[src/ssi_pkg.sv]
package ssi_pkg;

    // Position width actually used; higher index bits are ignored
    localparam int INDEX_BITS = 16;
    localparam int WORD_BITS  = 32;
    localparam int REM_W      = 5;
    localparam int WORDS_W    = (INDEX_BITS > REM_W) ? INDEX_BITS - REM_W : 1;
    localparam int CNT_W      = INDEX_BITS;
    localparam int POP_W      = 6;

    // Linear congruential step constants
    localparam logic [31:0] LCG_MUL = 32'd1103515245;
    localparam logic [31:0] LCG_ADD = 32'd12345;

    // Controller to datapath commands
    typedef struct packed {
        logic load;
        logic init;
        logic step;
        logic fin;
        logic write;
    } ssi_cmd_t;

    // Datapath to controller status
    typedef struct packed {
        logic words_zero;
    } ssi_stat_t;

    // Popcount of a 32-bit word as an adder tree
    function automatic logic [POP_W-1:0] ones32(input logic [31:0] x);
        logic [31:0] v;
        begin
            v = (x & 32'h5555_5555) + ((x >> 1) & 32'h5555_5555);
            v = (v & 32'h3333_3333) + ((v >> 2) & 32'h3333_3333);
            v = (v & 32'h0f0f_0f0f) + ((v >> 4) & 32'h0f0f_0f0f);
            v = (v & 32'h00ff_00ff) + ((v >> 8) & 32'h00ff_00ff);
            v = (v & 32'h0000_ffff) + ((v >> 16) & 32'h0000_ffff);
            return v[POP_W-1:0];
        end
    endfunction

endpackage

[src/ssi_dpath.sv]
module ssi_dpath (
    input  logic                   clk,
    input  logic                   rst_n,
    input  ssi_pkg::ssi_cmd_t      cmd,
    output ssi_pkg::ssi_stat_t     stat,
    input  logic [31:0]            seed_in,
    input  logic [15:0]            index_in,
    output logic [31:0]            result
);

    logic [31:0]                      seed_reg;
    logic [ssi_pkg::INDEX_BITS-1:0]   index_reg;
    logic [31:0]                      w_reg;
    logic [ssi_pkg::CNT_W-1:0]        count_reg;
    logic [ssi_pkg::WORDS_W-1:0]      words_reg;
    logic                             bit_reg;
    logic [31:0]                      result_reg;

    logic [31:0]                      mul_in;
    logic [31:0]                      w_next;
    logic [ssi_pkg::REM_W-1:0]        rem;
    logic [31:0]                      low_mask;
    logic [ssi_pkg::POP_W-1:0]        pop_full;
    logic [ssi_pkg::POP_W-1:0]        pop_low;
    logic [31:0]                      count_ext;
    logic [31:0]                      index_ext;

    // Share one multiplier between the first word and each advance
    assign mul_in   = cmd.init ? seed_reg : w_reg;
    assign w_next   = mul_in * ssi_pkg::LCG_MUL + ssi_pkg::LCG_ADD;

    // Popcounts of the whole word and of its low partial bits
    assign rem      = index_reg[ssi_pkg::REM_W-1:0];
    assign low_mask = (32'd1 << rem) - 32'd1;
    assign pop_full = ssi_pkg::ones32(w_reg);
    assign pop_low  = ssi_pkg::ones32(w_reg & low_mask);

    assign count_ext = 32'(count_reg);
    assign index_ext = 32'(index_reg);

    assign stat.words_zero = (words_reg == '0);
    assign result          = result_reg;

    // Hold operands, iterate the word and running count, form the result
    always_ff @(posedge clk or negedge rst_n)
    begin
        if (!rst_n)
        begin
            seed_reg   <= '0;
            index_reg  <= '0;
            w_reg      <= '0;
            count_reg  <= '0;
            words_reg  <= '0;
            bit_reg    <= 1'b0;
            result_reg <= '0;
        end
        else
        begin
            if (cmd.load)
            begin
                seed_reg  <= seed_in;
                index_reg <= ssi_pkg::INDEX_BITS'(index_in);
            end
            if (cmd.init)
            begin
                w_reg     <= w_next;
                count_reg <= '0;
                words_reg <= ssi_pkg::WORDS_W'(index_reg >> ssi_pkg::REM_W);
            end
            if (cmd.step)
            begin
                w_reg     <= w_next;
                count_reg <= count_reg + ssi_pkg::CNT_W'(pop_full);
                words_reg <= words_reg - 1'b1;
            end
            if (cmd.fin)
            begin
                count_reg <= count_reg + ssi_pkg::CNT_W'(pop_low);
                bit_reg   <= w_reg[rem];
            end
            if (cmd.write)
            begin
                if (bit_reg)
                    result_reg <= seed_reg + ~count_ext;
                else
                    result_reg <= seed_reg - count_ext + index_ext;
            end
        end
    end

endmodule

[src/ssi_ctrl.sv]
module ssi_ctrl (
    input  logic                   clk,
    input  logic                   rst_n,
    input  logic                   in_valid,
    output logic                   in_ready,
    output logic                   out_valid,
    input  logic                   out_ready,
    output ssi_pkg::ssi_cmd_t      cmd,
    input  ssi_pkg::ssi_stat_t     stat
);

    typedef enum logic [1:0] {
        S_IDLE,
        S_INIT,
        S_RUN,
        S_WRITE
    } state_t;

    state_t state_reg;
    state_t state_next;
    logic   out_valid_reg;
    logic   out_valid_next;
    logic   slot_free;

    assign slot_free = !out_valid_reg || out_ready;
    assign in_ready  = (state_reg == S_IDLE);
    assign out_valid = out_valid_reg;

    // Decode commands and next state
    always_comb
    begin
        cmd            = '0;
        state_next     = state_reg;
        out_valid_next = out_valid_reg && !out_ready;
        case (state_reg)
            S_IDLE:
            begin
                if (in_valid)
                begin
                    cmd.load   = 1'b1;
                    state_next = S_INIT;
                end
            end
            S_INIT:
            begin
                cmd.init   = 1'b1;
                state_next = S_RUN;
            end
            S_RUN:
            begin
                if (stat.words_zero)
                begin
                    cmd.fin    = 1'b1;
                    state_next = S_WRITE;
                end
                else
                begin
                    cmd.step = 1'b1;
                end
            end
            S_WRITE:
            begin
                if (slot_free)
                begin
                    cmd.write      = 1'b1;
                    out_valid_next = 1'b1;
                    state_next     = S_IDLE;
                end
            end
            default:
            begin
                state_next = S_IDLE;
            end
        endcase
    end

    // Hold state and the result-valid flag
    always_ff @(posedge clk or negedge rst_n)
    begin
        if (!rst_n)
        begin
            state_reg     <= S_IDLE;
            out_valid_reg <= 1'b0;
        end
        else
        begin
            state_reg     <= state_next;
            out_valid_reg <= out_valid_next;
        end
    end

`ifndef SYNTHESIS
    a_no_overwrite: assert property (@(posedge clk) disable iff (!rst_n)
        cmd.write |-> (!out_valid_reg || out_ready))
        else $error("result register overwritten before transaction");

    a_step_has_words: assert property (@(posedge clk) disable iff (!rst_n)
        cmd.step |-> !stat.words_zero)
        else $error("word advance with no words left");

    a_busy_after_accept: assert property (@(posedge clk) disable iff (!rst_n)
        (in_valid && in_ready) |=> (!in_ready && cmd.init))
        else $error("accepted transaction not followed by init");

    a_write_sets_valid: assert property (@(posedge clk) disable iff (!rst_n)
        cmd.write |=> out_valid)
        else $error("result written but not presented");
`endif

endmodule

[src/seeded_index_scramble.sv]
// Scrambled index from a seed and a position. Each input transaction
// (seed, index) yields exactly one result and nothing is kept between
// transactions. One item is worked at a time: the next input is taken
// the cycle after the result is written. The run time is set by the
// single 32x32 linear congruential multiplier, which advances one word
// per clock. A finished result waits in an output register; only bits
// below ssi_pkg::INDEX_BITS of index are used.
module seeded_index_scramble (
    input  logic        clk,
    input  logic        rst_n,
    input  logic        s_tvalid,
    output logic        s_tready,
    input  logic [47:0] s_tdata,   // [31:0] seed, [47:32] index
    output logic        m_tvalid,
    input  logic        m_tready,
    output logic [31:0] m_tdata    // [31:0] scrambled
);

    ssi_pkg::ssi_cmd_t  cmd;
    ssi_pkg::ssi_stat_t stat;

    ssi_ctrl u_ctrl (
        .clk       (clk),
        .rst_n     (rst_n),
        .in_valid  (s_tvalid),
        .in_ready  (s_tready),
        .out_valid (m_tvalid),
        .out_ready (m_tready),
        .cmd       (cmd),
        .stat      (stat)
    );

    ssi_dpath u_dpath (
        .clk      (clk),
        .rst_n    (rst_n),
        .cmd      (cmd),
        .stat     (stat),
        .seed_in  (s_tdata[31:0]),
        .index_in (s_tdata[47:32]),
        .result   (m_tdata)
    );

endmodule
[config.mk]
export PLATFORM = sky130hd
export DESIGN_NAME = seeded_index_scramble
export DESIGN_NICKNAME = d
export VERILOG_FILES = /design/src/ssi_pkg.sv /design/src/ssi_dpath.sv /design/src/ssi_ctrl.sv /design/src/seeded_index_scramble.sv
export SDC_FILE = /design/constraint.sdc
export NUM_CORES = 1
export LEC_CHECK = 0
export ABC_AREA = 0
export BUFFER_PORTS_ARGS = -buffer_cell sky130_fd_sc_hd__buf_2
export CAP_MARGIN = 20
export CELL_PAD_IN_SITES_DETAIL_PLACEMENT = 0
export CELL_PAD_IN_SITES_GLOBAL_PLACEMENT = 1
export CORE_ASPECT_RATIO = 1.4
export CORE_MARGIN = 4
export CORE_UTILIZATION = 35
export CTS_CLUSTER_SIZE = 8
export DETAILED_ROUTE_END_ITERATION = 10
export PLACE_DENSITY_LB_ADDON = 0.1
export SYNTH_ARGS = -nofsm -noshare
export SYNTH_HDL_FRONTEND = slang
export SYNTH_HIERARCHICAL = 1
export SYNTH_SLANG_ARGS = --single-unit
[constraint.sdc]
create_clock -name clk -period 10.2 [get_ports clk]
set_clock_uncertainty 0.2 [all_clocks]
set_input_delay 1.53 -clock clk [delete_from_list [all_inputs] [get_ports clk]]
set_output_delay 1.53 -clock clk [all_outputs]
set_load 0.005 [all_outputs]
==> metrics.md, run 1 <==
| Metric | Value |
|---|---|
| Post-CTS sizing | 0 |
| Worst-path maximum fanout | 34 |
| Number of global-route vias before repair | 18400 |
| Fmax | 0.111 GHz |
| Max Cap Violations | 0 |
| Top delay family on crit path | adder cells |
| Multi-input logic area | 0.0165 sq mm |
| Final worst path period need | 9030 ps |
| Worst Path Required | 10320 ps |
| Nets@finish | ~3200 |
| CTS tree | done |
| I/O Buffers | 85 |
| Die area | 0.0677 sq mm |
| CP Class | reg -> reg |
| Share of flip-flops with an asynchronous set or reset | 100% |
| Synthesis-stage register bit count | around 140 |
| EDFF count, synth | 0 |
| CP Capture Point | u_dpath/w_reg[30]$_DFFE_PN0P_ |
| R2R depth | 26 |
| Vias post-DR | 16700 |
| Post-synthesis sequential area ratio | 16.1% |
| Cell Area, Placed | 0.0236 sq mm |
| Setup bufs post-CTS | 0 |
| Core footprint | approximately 0.063 sq mm |
| Reg-to-Reg Start | u_ctrl/state_reg[1]$_DFFE_PN0P_ |
| Skew-Pair Late Insertion Delay | 450 ps |
| First DRT Iteration DRCs | 786 |
| CTS Buf Count | 17 |
| First-pass GRT wire length | around 110000 um |
| Sink Count | 143 |
| FF-to-FF setup slack | 1170 ps |
| Number of antenna violations at the first check in global routing | 0 |
| Number of setup violations in the final report | 0 |
| Top FF cell, synth | dfrtp_1 |
| Hold Fails Final Rpt | 0 |
| Vias per Instance | about 5 |
| Critical Path Start Type | flip-flop |
| GP Congestion | 0.874 |
| Initial core utilization | a little over a third |
| Max_slew headroom | 35.4% |
| Routed Antenna Nets | 0 |
| Final Cycle Share | between 80% and 90% |
| CTS root buf | clkbuf_16 |
| Die width | about 220 um |
| Worst R2R End | u_dpath/w_reg[30]$_DFFE_PN0P_ |
| Average wire per standard cell | 21.6 um |
| WL final | 72200 um |
| Worst-Margin Slew | 943 ps |
| CTS H-Tree Depth | 4 |
| Buf/Inv on CP | 6 |
| Die H | 306 um |
| Mapped Area | ~0.022 sq mm |
| Gr ovfl total | 0 |
| Fin. max-slew vios | 0 |
| Setup crit start | u_ctrl/state_reg[1]$_DFFE_PN0P_ |
| CP peak stage delay | between 500 and 600 ps |
| FILL cells | 6550 |
| Most frequent CP cell | fa_1 |
| Design area | 0.0242 sq mm |
| FF+latch area | 0.00358 sq mm |
| Hold Crit Class | reg -> reg |
| Ports | 86 |
| HPWL Detailed | 62100 um |
| RSZ-0062 raised after global routing | false |
| Row count | ~110 |
| Crit path DAT | 9150 ps |
| Syn. warnings | 6 |
| Clk slew on worst S/H paths | 70 ps |
| P&R area growth vs syn | 8.73% |
| Initial DRT Pass Iterations | 5 |
| CTS Hold Bufs | 0 |
| TNS Setup | 0 ps |
| CP Depth | 26 |
| Slowest cell on the critical path | mux2i_1 |
| Syn nets | 3112 |
| Largest net degree at the start of global routing | 95 |
| Share of cells above drive strength 1 | between 7 and 8% |
| Post-synthesis instance total | 2438 |
| Clock Tree Buf Depth | 2 |
| Hold path depth | 1 |
| Status | finished clean |
| Synth cell types | between 70 and 80 |
| Worst Setup End Kind | flip-flop |
| DRC viols | 0 |
| GRT Util Overall | 21.5% |
| Mean post-synth cell area | 9.13 sq um |
## worst register-to-register path, cell delays in order (launching register included)
cell and delay [ps]:
dfrtp_1 410, inv_1 100, ha_2 210, buf_4 280
buf_4 580, mux2i_1 600, inv_1 180, ha_1 410
ha_1 360, fa_1 510, fa_1 520, fa_1 510
inv_1 50, fa_1 470, fa_1 540, inv_1 50
fa_1 480, ha_1 350, nand4_1 200, or3b_2 490
o21bai_1 380, nor3b_1 420, o31a_1 220, or4_1 110
a31oi_1 90, xnor2_1 140, o21ai_1 70
## worst min path at each step
| stage | from | to | slack [ps] |
|---|---|---|---|
| 6_report | u_dpath/result[16]$_DFFE_PN0P_ | u_dpath/result[16]$_DFFE_PN0P_ | 290 |
| 3_3_place_gp | u_dpath/result[16]$_DFFE_PN0P_ | u_dpath/result[16]$_DFFE_PN0P_ | 270 |
| 4_1_cts | u_dpath/result[16]$_DFFE_PN0P_ | u_dpath/result[16]$_DFFE_PN0P_ | 290 |
| 2_1_floorplan | u_dpath/words_reg[0]$_DFFE_PN0P_ | u_dpath/words_reg[0]$_DFFE_PN0P_ | 240 |
| 5_1_grt | u_dpath/words_reg[0]$_DFFE_PN0P_ | u_dpath/words_reg[0]$_DFFE_PN0P_ | 300 |
| 3_5_place_dp | u_dpath/result[16]$_DFFE_PN0P_ | u_dpath/result[16]$_DFFE_PN0P_ | 270 |
## stage by stage
step           utilization, %  cells  hold slack, ps  worst slack (ps)
2_1_floorplan               -   2438             244              1500
3_3_place_gp             37.5   3309             265              1150
3_5_place_dp             37.5   3309             275              1020
4_1_cts                  38.4   3340             290              1040
5_1_grt                  38.4   3340             305               571
6_report                 38.4   3341             288              1170
## kinds of logic (layout without fill, tap and decap cells)
logic type,Yosys count,after routing,synth area share (%)
simple gates,439,439,9.28
fa+ha+maj,622,622,43.2
buf+inv,579,649,9.78
mux,56,56,3.14
other cells,1,2,0.0169
compound gates,454,454,12.8
flops,143,143,16.1
xor+xnor,144,144,5.67
## per-layer routing
layer	vias to the layer above	global-route usage (%)	part of all wire, %
met1	8303	24.7	40
met4	0	6.58	3.1
met3	84	1.52	1.9
met5	-	0	0
li1	8068	-	-
met2	253	42.4	55
## Yosys cell counts, types with 24 or more instances
cell	number	share of area (%)
inv_1	516	8.7
ha_1	378	21
fa_1	244	22
nand2_1	164	2.8
dfrtp_1	143	16
o21ai_0	136	3.1
a21oi_1	114	2.6
xnor2_1	100	3.9
nor2_1	99	1.7
a21o_1	54	1.8
clkbuf_1	54	0.91
xor2_1	44	1.7
mux2i_1	38	1.7
nand3_1	31	0.70
nor2b_1	24	0.67
## final cells by class
| type | instances | area share, % |
|---|---|---|
| inverters | 517 | 8.02 |
| clock inverters | 13 | 0.579 |
| diodes | 1 | 0.0103 |
| well taps | 832 | 4.30 |
| clock buffers | 18 | 1.77 |
| multi-input cells | 1716 | 68.2 |
| repair buffers | 101 | 2.28 |
| flip-flops and latches | 143 | 14.8 |
## cell usage in the layout, fill, tap and decap left out, types with 54 or more instances in the layout
master / n
fa_1: 244
inv_1: 516
buf_2: 84
a21oi_1: 114
o21ai_0: 136
nand2_1: 164
dfrtp_1: 143
a21o_1: 54
ha_1: 377
xnor2_1: 100
nor2_1: 98
Power of run 1 is left out: the tool's default activity adds up to more than one toggle a clock period on the data nets, which glitch-free logic cannot reach.
==> run 2, diff against run 1 <==
--- a/config.mk
+++ b/config.mk
@@ -16,6 +16,7 @@
 export CTS_CLUSTER_SIZE = 8
 export DETAILED_ROUTE_END_ITERATION = 10
 export PLACE_DENSITY_LB_ADDON = 0.1
+export RECOVER_POWER = 100
 export SYNTH_ARGS = -nofsm -noshare
 export SYNTH_HDL_FRONTEND = slang
 export SYNTH_HIERARCHICAL = 1
==> constraint.sdc (replaced) <==
create_clock -name clk -period 10.2 [get_ports clk]
set_clock_uncertainty 0.2 [all_clocks]
set_input_delay 2.04 -clock clk [delete_from_list [all_inputs] [get_ports clk]]
set_output_delay 2.04 -clock clk [all_outputs]
set_load 0.005 [all_outputs]
==> run 2 against run 1 <==
Net effect:
- final cell count unchanged
- highest routed layer unchanged
- via count about the same
- the run now ends with capacitance limit, slew limit left
- count of clock-buffer cells in the layout did not move
- largest cell class unchanged
- utilization fell by 0.19 points
==> metrics.md, run 2 (same netlist as run 1, synthesis figures left out) <==
| Metric | Value |
|---|---|
| Status | complete, but fails checks |
| Failing checks | capacitance limit, slew limit |
| Hold Fails Final Rpt | 0 (unchanged) |
| Routed Antenna Nets | 0 (unchanged) |
| DR top layer | met4 |
| Core footprint | 0.0630 sq mm (unchanged) |
| Gr ovfl total | 0 (unchanged) |
| CTS tree | done |
| First DRT Iteration DRCs | 779 (-0.89%) |
| Vias per Instance | 5.00 (about the same) |
| GRT Util Overall | 21.5% (unchanged) |
| CTS H-Tree Depth | 4 (unchanged) |
| Met1 wire length | 28600 um (+0.13%) |
| Commonest cells after routing, fill and taps aside | inv_1 (516), ha_1 (378), fa_1 (244) |
| Nets@finish | 3170 (unchanged) |
| Hold Crit Class | reg -> reg |
| Most common cell after layout, fill and taps aside | inv_1 |
| Number of setup violations in the final report | 0 (unchanged) |
| Min Hold Slack | 287 ps (-0.0760 ps) |
| Row count | 109 (unchanged) |
| Crit path DAT | 9170 ps (+20 ps) |
| WL final | 72300 um (about the same) |
| Most frequent CP cell | fa_1 |
| Max_slew headroom | -202% (-240 points) |
| Worst Path Required | 10250 ps (-70 ps) |
| CTS Hold Bufs | 0 (unchanged) |
| Setup ws final | 1080 ps (-92.9 ps) |
| Max Cap Violations | 6 (+6) |
| Die area | 0.0677 sq mm (unchanged) |
| Vias post-DR | 16700 (-0.090%) |
| Worst Setup End Kind | flip-flop |
| Share of cells above drive strength 1 | 5.54% (-1.5 points) |
| P&R area growth vs syn | 8.19% |
| Skew-Pair Late Insertion Delay | 460 ps (about the same) |
| Wire length on met3 | 1360 um (-1.9%) |
| Worst Setup Slack post-DPL | 1020 ps (unchanged) |
| HPWL Detailed | 62100 um (unchanged) |
| Initial DRT Pass Iterations | 5 (unchanged) |
| CP Class | reg -> reg |
| Clk slew on worst S/H paths | 70 ps (about the same) |
| Fin. max-slew vios | 375 (+375) |
| Initial core utilization | 35.3% (unchanged) |
| Post-CTS sizing | 0 (unchanged) |
| RSZ-0062 raised after global routing | false |
| Die width | 221 um (unchanged) |
| GP Congestion | 0.874 (unchanged) |
| Final Non-Filler Cells | 3341 (unchanged) |
| Die H | 306 um (unchanged) |
| DP Cell Count | 3309 (unchanged) |
| CTS Buf Count | 17 (unchanged) |
| Final Cycle Share | 89.4% (+0.91 points) |
| Sink Count | 143 (unchanged) |
| Number of global-route vias before repair | 18400 (unchanged) |
| Average wire per standard cell | 21.6 um (about the same) |
| Clock Tree Buf Depth | 2 (unchanged) |
| DRC viols | 0 (unchanged) |
| Number of antenna violations at the first check in global routing | 0 (unchanged) |
| Critical Path Start Type | flip-flop |
| I/O Buffers | 85 (unchanged) |
| Largest net degree at the start of global routing | 95 (unchanged) |
| CTS root buf | clkbuf_16 |
| TNS Setup | 0 ps (unchanged) |
| First-pass GRT wire length | 112000 um (unchanged) |
| Worst-Margin Slew | 4540 ps (+3590 ps) |
| Fmax | 0.110 GHz (-1.0%) |
| CP peak stage delay | 590 ps (about the same) |
| Metal2 WL | 40100 um (+0.20%) |
| Worst-path maximum fanout | 34 (unchanged) |
| Setup bufs post-CTS | 0 (unchanged) |
| Final worst path period need | 9120 ps (+92.9 ps) |
| Ports | 86 (unchanged) |
| Slowest cell on the critical path | mux2i_1 |
-- run 2: worst paths after layout --
| check | from | to | slack, ps | cells past startpoint |
|---|---|---|---|---|
| max | u_ctrl/state_reg[1]$_DFFE_PN0P_ | u_dpath/w_reg[30]$_DFFE_PN0P_ | 1080 | 26 |
| min | u_dpath/result[16]$_DFFE_PN0P_ | u_dpath/result[16]$_DFFE_PN0P_ | 290 | 1 |
| min in group asynchronous | rst_n | u_dpath/count_reg[0]$_DFFE_PN0P_ | 2990 | 1 |
| min reg2reg | u_dpath/result[16]$_DFFE_PN0P_ | u_dpath/result[16]$_DFFE_PN0P_ | 290 | 1 |
| max in group asynchronous | rst_n | u_dpath/w_reg[26]$_DFFE_PN0P_ | 3290 | 2 |
| max reg2reg | u_ctrl/state_reg[1]$_DFFE_PN0P_ | u_dpath/w_reg[30]$_DFFE_PN0P_ | 1080 | 26 |
-- run 2: worst max-delay path, delay by kind of cell, from the launching register on --
family          cells  cell delay [ps]
mux                 1              590
xor+xnor            1              130
compound gates      4              770
flops               1              410
buf+inv             6             1220
fa+ha+maj          10             4370
simple gates        4             1230
-- run 2: metal layers --
layer  vias to the layer above  global-route usage, %
met2                       255                   42.4
met4                         0                   6.58
met5                         -                      0
met3                        77                   1.52
met1                      8282                   24.7
li1                       8079                      -
-- run 2: area by class of cell --
| class | count | area, sq um |
|---|---|---|
| clock inverters | 13 | 140 |
| flip-flops and latches | 143 | 3580 |
| multi-input cells | 1716 | 16400 |
| well taps | 832 | 1040 |
| clock buffers | 18 | 429 |
| inverters | 517 | 1940 |
| fillers | 6578 | 38900 |
| diodes | 1 | 2.50 |
| repair buffers | 101 | 497 |
-- run 2: through the flow --
step	util, %	instance area (sq um)
2_1_floorplan	-	22300
3_5_place_dp	37.5	23600
4_1_cts	38.4	24200
3_3_place_gp	37.5	23600
5_1_grt	38.2	24100
6_report	38.2	24100
Power of run 2 is left out for the same reason.
==> run 3, diff against run 2 <==
--- a/config.mk
+++ b/config.mk
@@ -17,6 +17,7 @@
 export DETAILED_ROUTE_END_ITERATION = 10
 export PLACE_DENSITY_LB_ADDON = 0.1
 export RECOVER_POWER = 100
+export SLEW_MARGIN = 40
 export SYNTH_ARGS = -nofsm -noshare
 export SYNTH_HDL_FRONTEND = slang
 export SYNTH_HIERARCHICAL = 1
==> constraint.sdc (replaced) <==
create_clock -name clk -period 9.22 [get_ports clk]
set_clock_uncertainty 0.2 [all_clocks]
set_input_delay 1.844 -clock clk [delete_from_list [all_inputs] [get_ports clk]]
set_output_delay 1.844 -clock clk [all_outputs]
set_load 0.005 [all_outputs]
==> run 3 against run 2 <==
Net effect:
- die area is the same
- final cell count grew 0.45%
- cell area grew 0.55%
- sequential cell count is the same
- routed wire length grew 0.11%
- global-route usage is essentially flat
- utilization grew 0.21 points
- the run still ends with capacitance limit, slew limit left
- largest cell class unchanged
- sequential share of layout area shrank 0.081 points
- critical path depth grew 2
- non-clock buffer count grew 15
- register-to-register slack lost 740 ps
- first-iteration DRC count grew 1.4%
==> metrics.md, run 3 (same netlist as run 1, synthesis figures left out) <==
| Metric | Value |
|---|---|
| Status | complete, but fails checks |
| Failing checks | capacitance limit, slew limit |
| Vias per Instance | 5.02 (+0.43%) |
| Hold Crit Class | reg -> reg |
| Worst-Margin Slew | 3330 ps (-1210 ps) |
| Sink Count | 143 (unchanged) |
| Antenna diodes | 0 (-1) |
| Routed Antenna Nets | 0 (unchanged) |
| Clk slew on worst S/H paths | 70 ps (about the same) |
| Worst Path Required | 9330 ps (-920 ps) |
| HPWL Detailed | 62000 um (-0.18%) |
| Worst Setup End Kind | flip-flop |
| First-pass GRT wire length | 112000 um (+0.20%) |
| CTS H-Tree Depth | 4 (unchanged) |
| Met1 GRT Util | 24.3% (-0.36 points) |
| Skew-Pair Late Insertion Delay | 450 ps (about the same) |
| Most common cell after layout, fill and taps aside | inv_1 |
| I/O Buffers | 85 (unchanged) |
| GRT Max-Usage Layer | met2 |
| Die width | 221 um (unchanged) |
| Fin. max-slew vios | 245 (-35%) |
| Number of antenna violations at the first check in global routing | 0 (unchanged) |
| Met2 Resource Use GR | 42.2% (-0.21 points) |
| CP peak stage delay | 550 ps (-40 ps) |
| GRT Util Overall | 21.6% (+0.050 points) |
| CP Class | reg -> reg |
| Critical Path Start Type | flip-flop |
| Core footprint | 0.0630 sq mm (unchanged) |
| Share of cells above drive strength 1 | 5.86% (+0.32 points) |
| CTS Buf Count | 17 (unchanged) |
| Max_slew headroom | -122% (+80 points) |
| Design area | 0.0242 sq mm (+0.55%) |
| Nets@finish | 3185 (+0.47%) |
| TNS Setup | 0 ps (unchanged) |
| Commonest cells after routing, fill and taps aside | inv_1 (516), ha_1 (377), fa_1 (244) |
| P&R area growth vs syn | 8.78% |
| Largest net degree at the start of global routing | 88 (-7.4%) |
| R2R depth | 28 (+7.7%) |
| Min Hold Slack | 275 ps (-12.1 ps) |
| DRC viols | 0 (unchanged) |
| CTS Hold Bufs | 0 (unchanged) |
| Max Cap Violations | 5 (-1) |
| Slowest cell on the critical path | ha_1 |
| Fmax | 0.113 GHz (+2.8%) |
| Number of global-route vias before repair | 18600 (+1.1%) |
| Reg-to-Reg Start | u_ctrl/state_reg[1]$_DFFE_PN0P_ |
| RSZ-0062 raised after global routing | false |
| Worst R2R End | u_dpath/w_reg[30]$_DFFE_PN0P_ |
| Die H | 306 um (unchanged) |
| Row count | 109 (unchanged) |
| Met3 usage | 1.57% (+0.048 points) |
| Worst-path maximum fanout | 10 (-71%) |
| Number of setup violations in the final report | 0 (unchanged) |
| CP Capture Point | u_dpath/w_reg[30]$_DFFE_PN0P_ |
| First DRT Iteration DRCs | 790 (+1.4%) |
| Hold Fails Final Rpt | 0 (unchanged) |
| Average wire per standard cell | 21.6 um (-0.34%) |
| Gr ovfl total | 0 (unchanged) |
| Ports | 86 (unchanged) |
| Initial core utilization | 35.3% (unchanged) |
| WL final | 72400 um (+0.11%) |
| Post-CTS sizing | 0 (unchanged) |
| Setup bufs post-CTS | 0 (unchanged) |
| Most frequent CP cell | fa_1 |
| Die area | 0.0677 sq mm (unchanged) |
| Final worst path period need | 8880 ps (-245 ps) |
| Final Cycle Share | 96.3% (+6.9 points) |
| Setup crit start | u_ctrl/state_reg[1]$_DFFE_PN0P_ |
| Clock Tree Buf Depth | 2 (unchanged) |
| CTS root buf | clkbuf_16 |
| FF-to-FF setup slack | 340 ps (-740 ps) |
| Cell Area, Placed | 0.0237 sq mm (+0.51%) |
| Initial DRT Pass Iterations | 6 (+1) |
| GP Congestion | 0.869 (-0.52%) |
| Vias post-DR | 16800 (+0.88%) |
| Fin util | 38.4% (+0.21 points) |
| CTS tree | done |
| Crit path DAT | 8990 ps (-180 ps) |
## run 3: final cells by class
cell class              instances  area, sq um
multi-input cells            1716        16400
inverters                     517         1940
fillers                      6556        38800
flip-flops and latches        143         3580
repair buffers                116          607
clock buffers                  19          443
well taps                     832         1040
clock inverters                13          151
## run 3: through the flow
| stage | setup slack [ps] | instances |
|---|---|---|
| 2_1_floorplan | 523 | 2438 |
| 3_3_place_gp | 579 | 3323 |
| 3_5_place_dp | 534 | 3323 |
| 4_1_cts | 531 | 3355 |
| 5_1_grt | 42.7 | 3356 |
| 6_report | 343 | 3356 |
## run 3: how the worst min path moves through the flow
stage                                                  end  slack (ps)                        startpoint  cells past startpoint
final                     u_dpath/words_reg[0]$_DFFE_PN0P_         280  u_dpath/words_reg[0]$_DFFE_PN0P_                      1
after global routing        u_dpath/result[16]$_DFFE_PN0P_         310    u_dpath/result[16]$_DFFE_PN0P_                      1
after CTS                 u_dpath/words_reg[0]$_DFFE_PN0P_         280  u_dpath/words_reg[0]$_DFFE_PN0P_                      1
after detailed placement  u_dpath/words_reg[0]$_DFFE_PN0P_         270  u_dpath/words_reg[0]$_DFFE_PN0P_                      1
after global placement      u_dpath/result[16]$_DFFE_PN0P_         270    u_dpath/result[16]$_DFFE_PN0P_                      1
after floorplan           u_dpath/words_reg[0]$_DFFE_PN0P_         240  u_dpath/words_reg[0]$_DFFE_PN0P_                      1
## run 3: layer usage
layer  routed length (um)  share of wire [%]  vias up
met4                 3040                4.2        0
met5                    0                  0        -
met1                28400                 39     8364
met2                39600                 55      268
li1                     -                  -     8106
met3                 1240                1.7      102
## run 3: worst max-delay path: cells and delay by family, from the launching register on
| family | cells | cell delay, ps |
|---|---|---|
| xor gates and xnor gates | 1 | 140 |
| and+or+nand+nor | 2 | 480 |
| DFF | 1 | 410 |
| AOI/OAI and AO/OA | 7 | 1300 |
| adders and majority gates | 10 | 4740 |
| muxes | 1 | 460 |
| buffers and inverters | 7 | 1010 |
Power of run 3 is left out for the same reason.
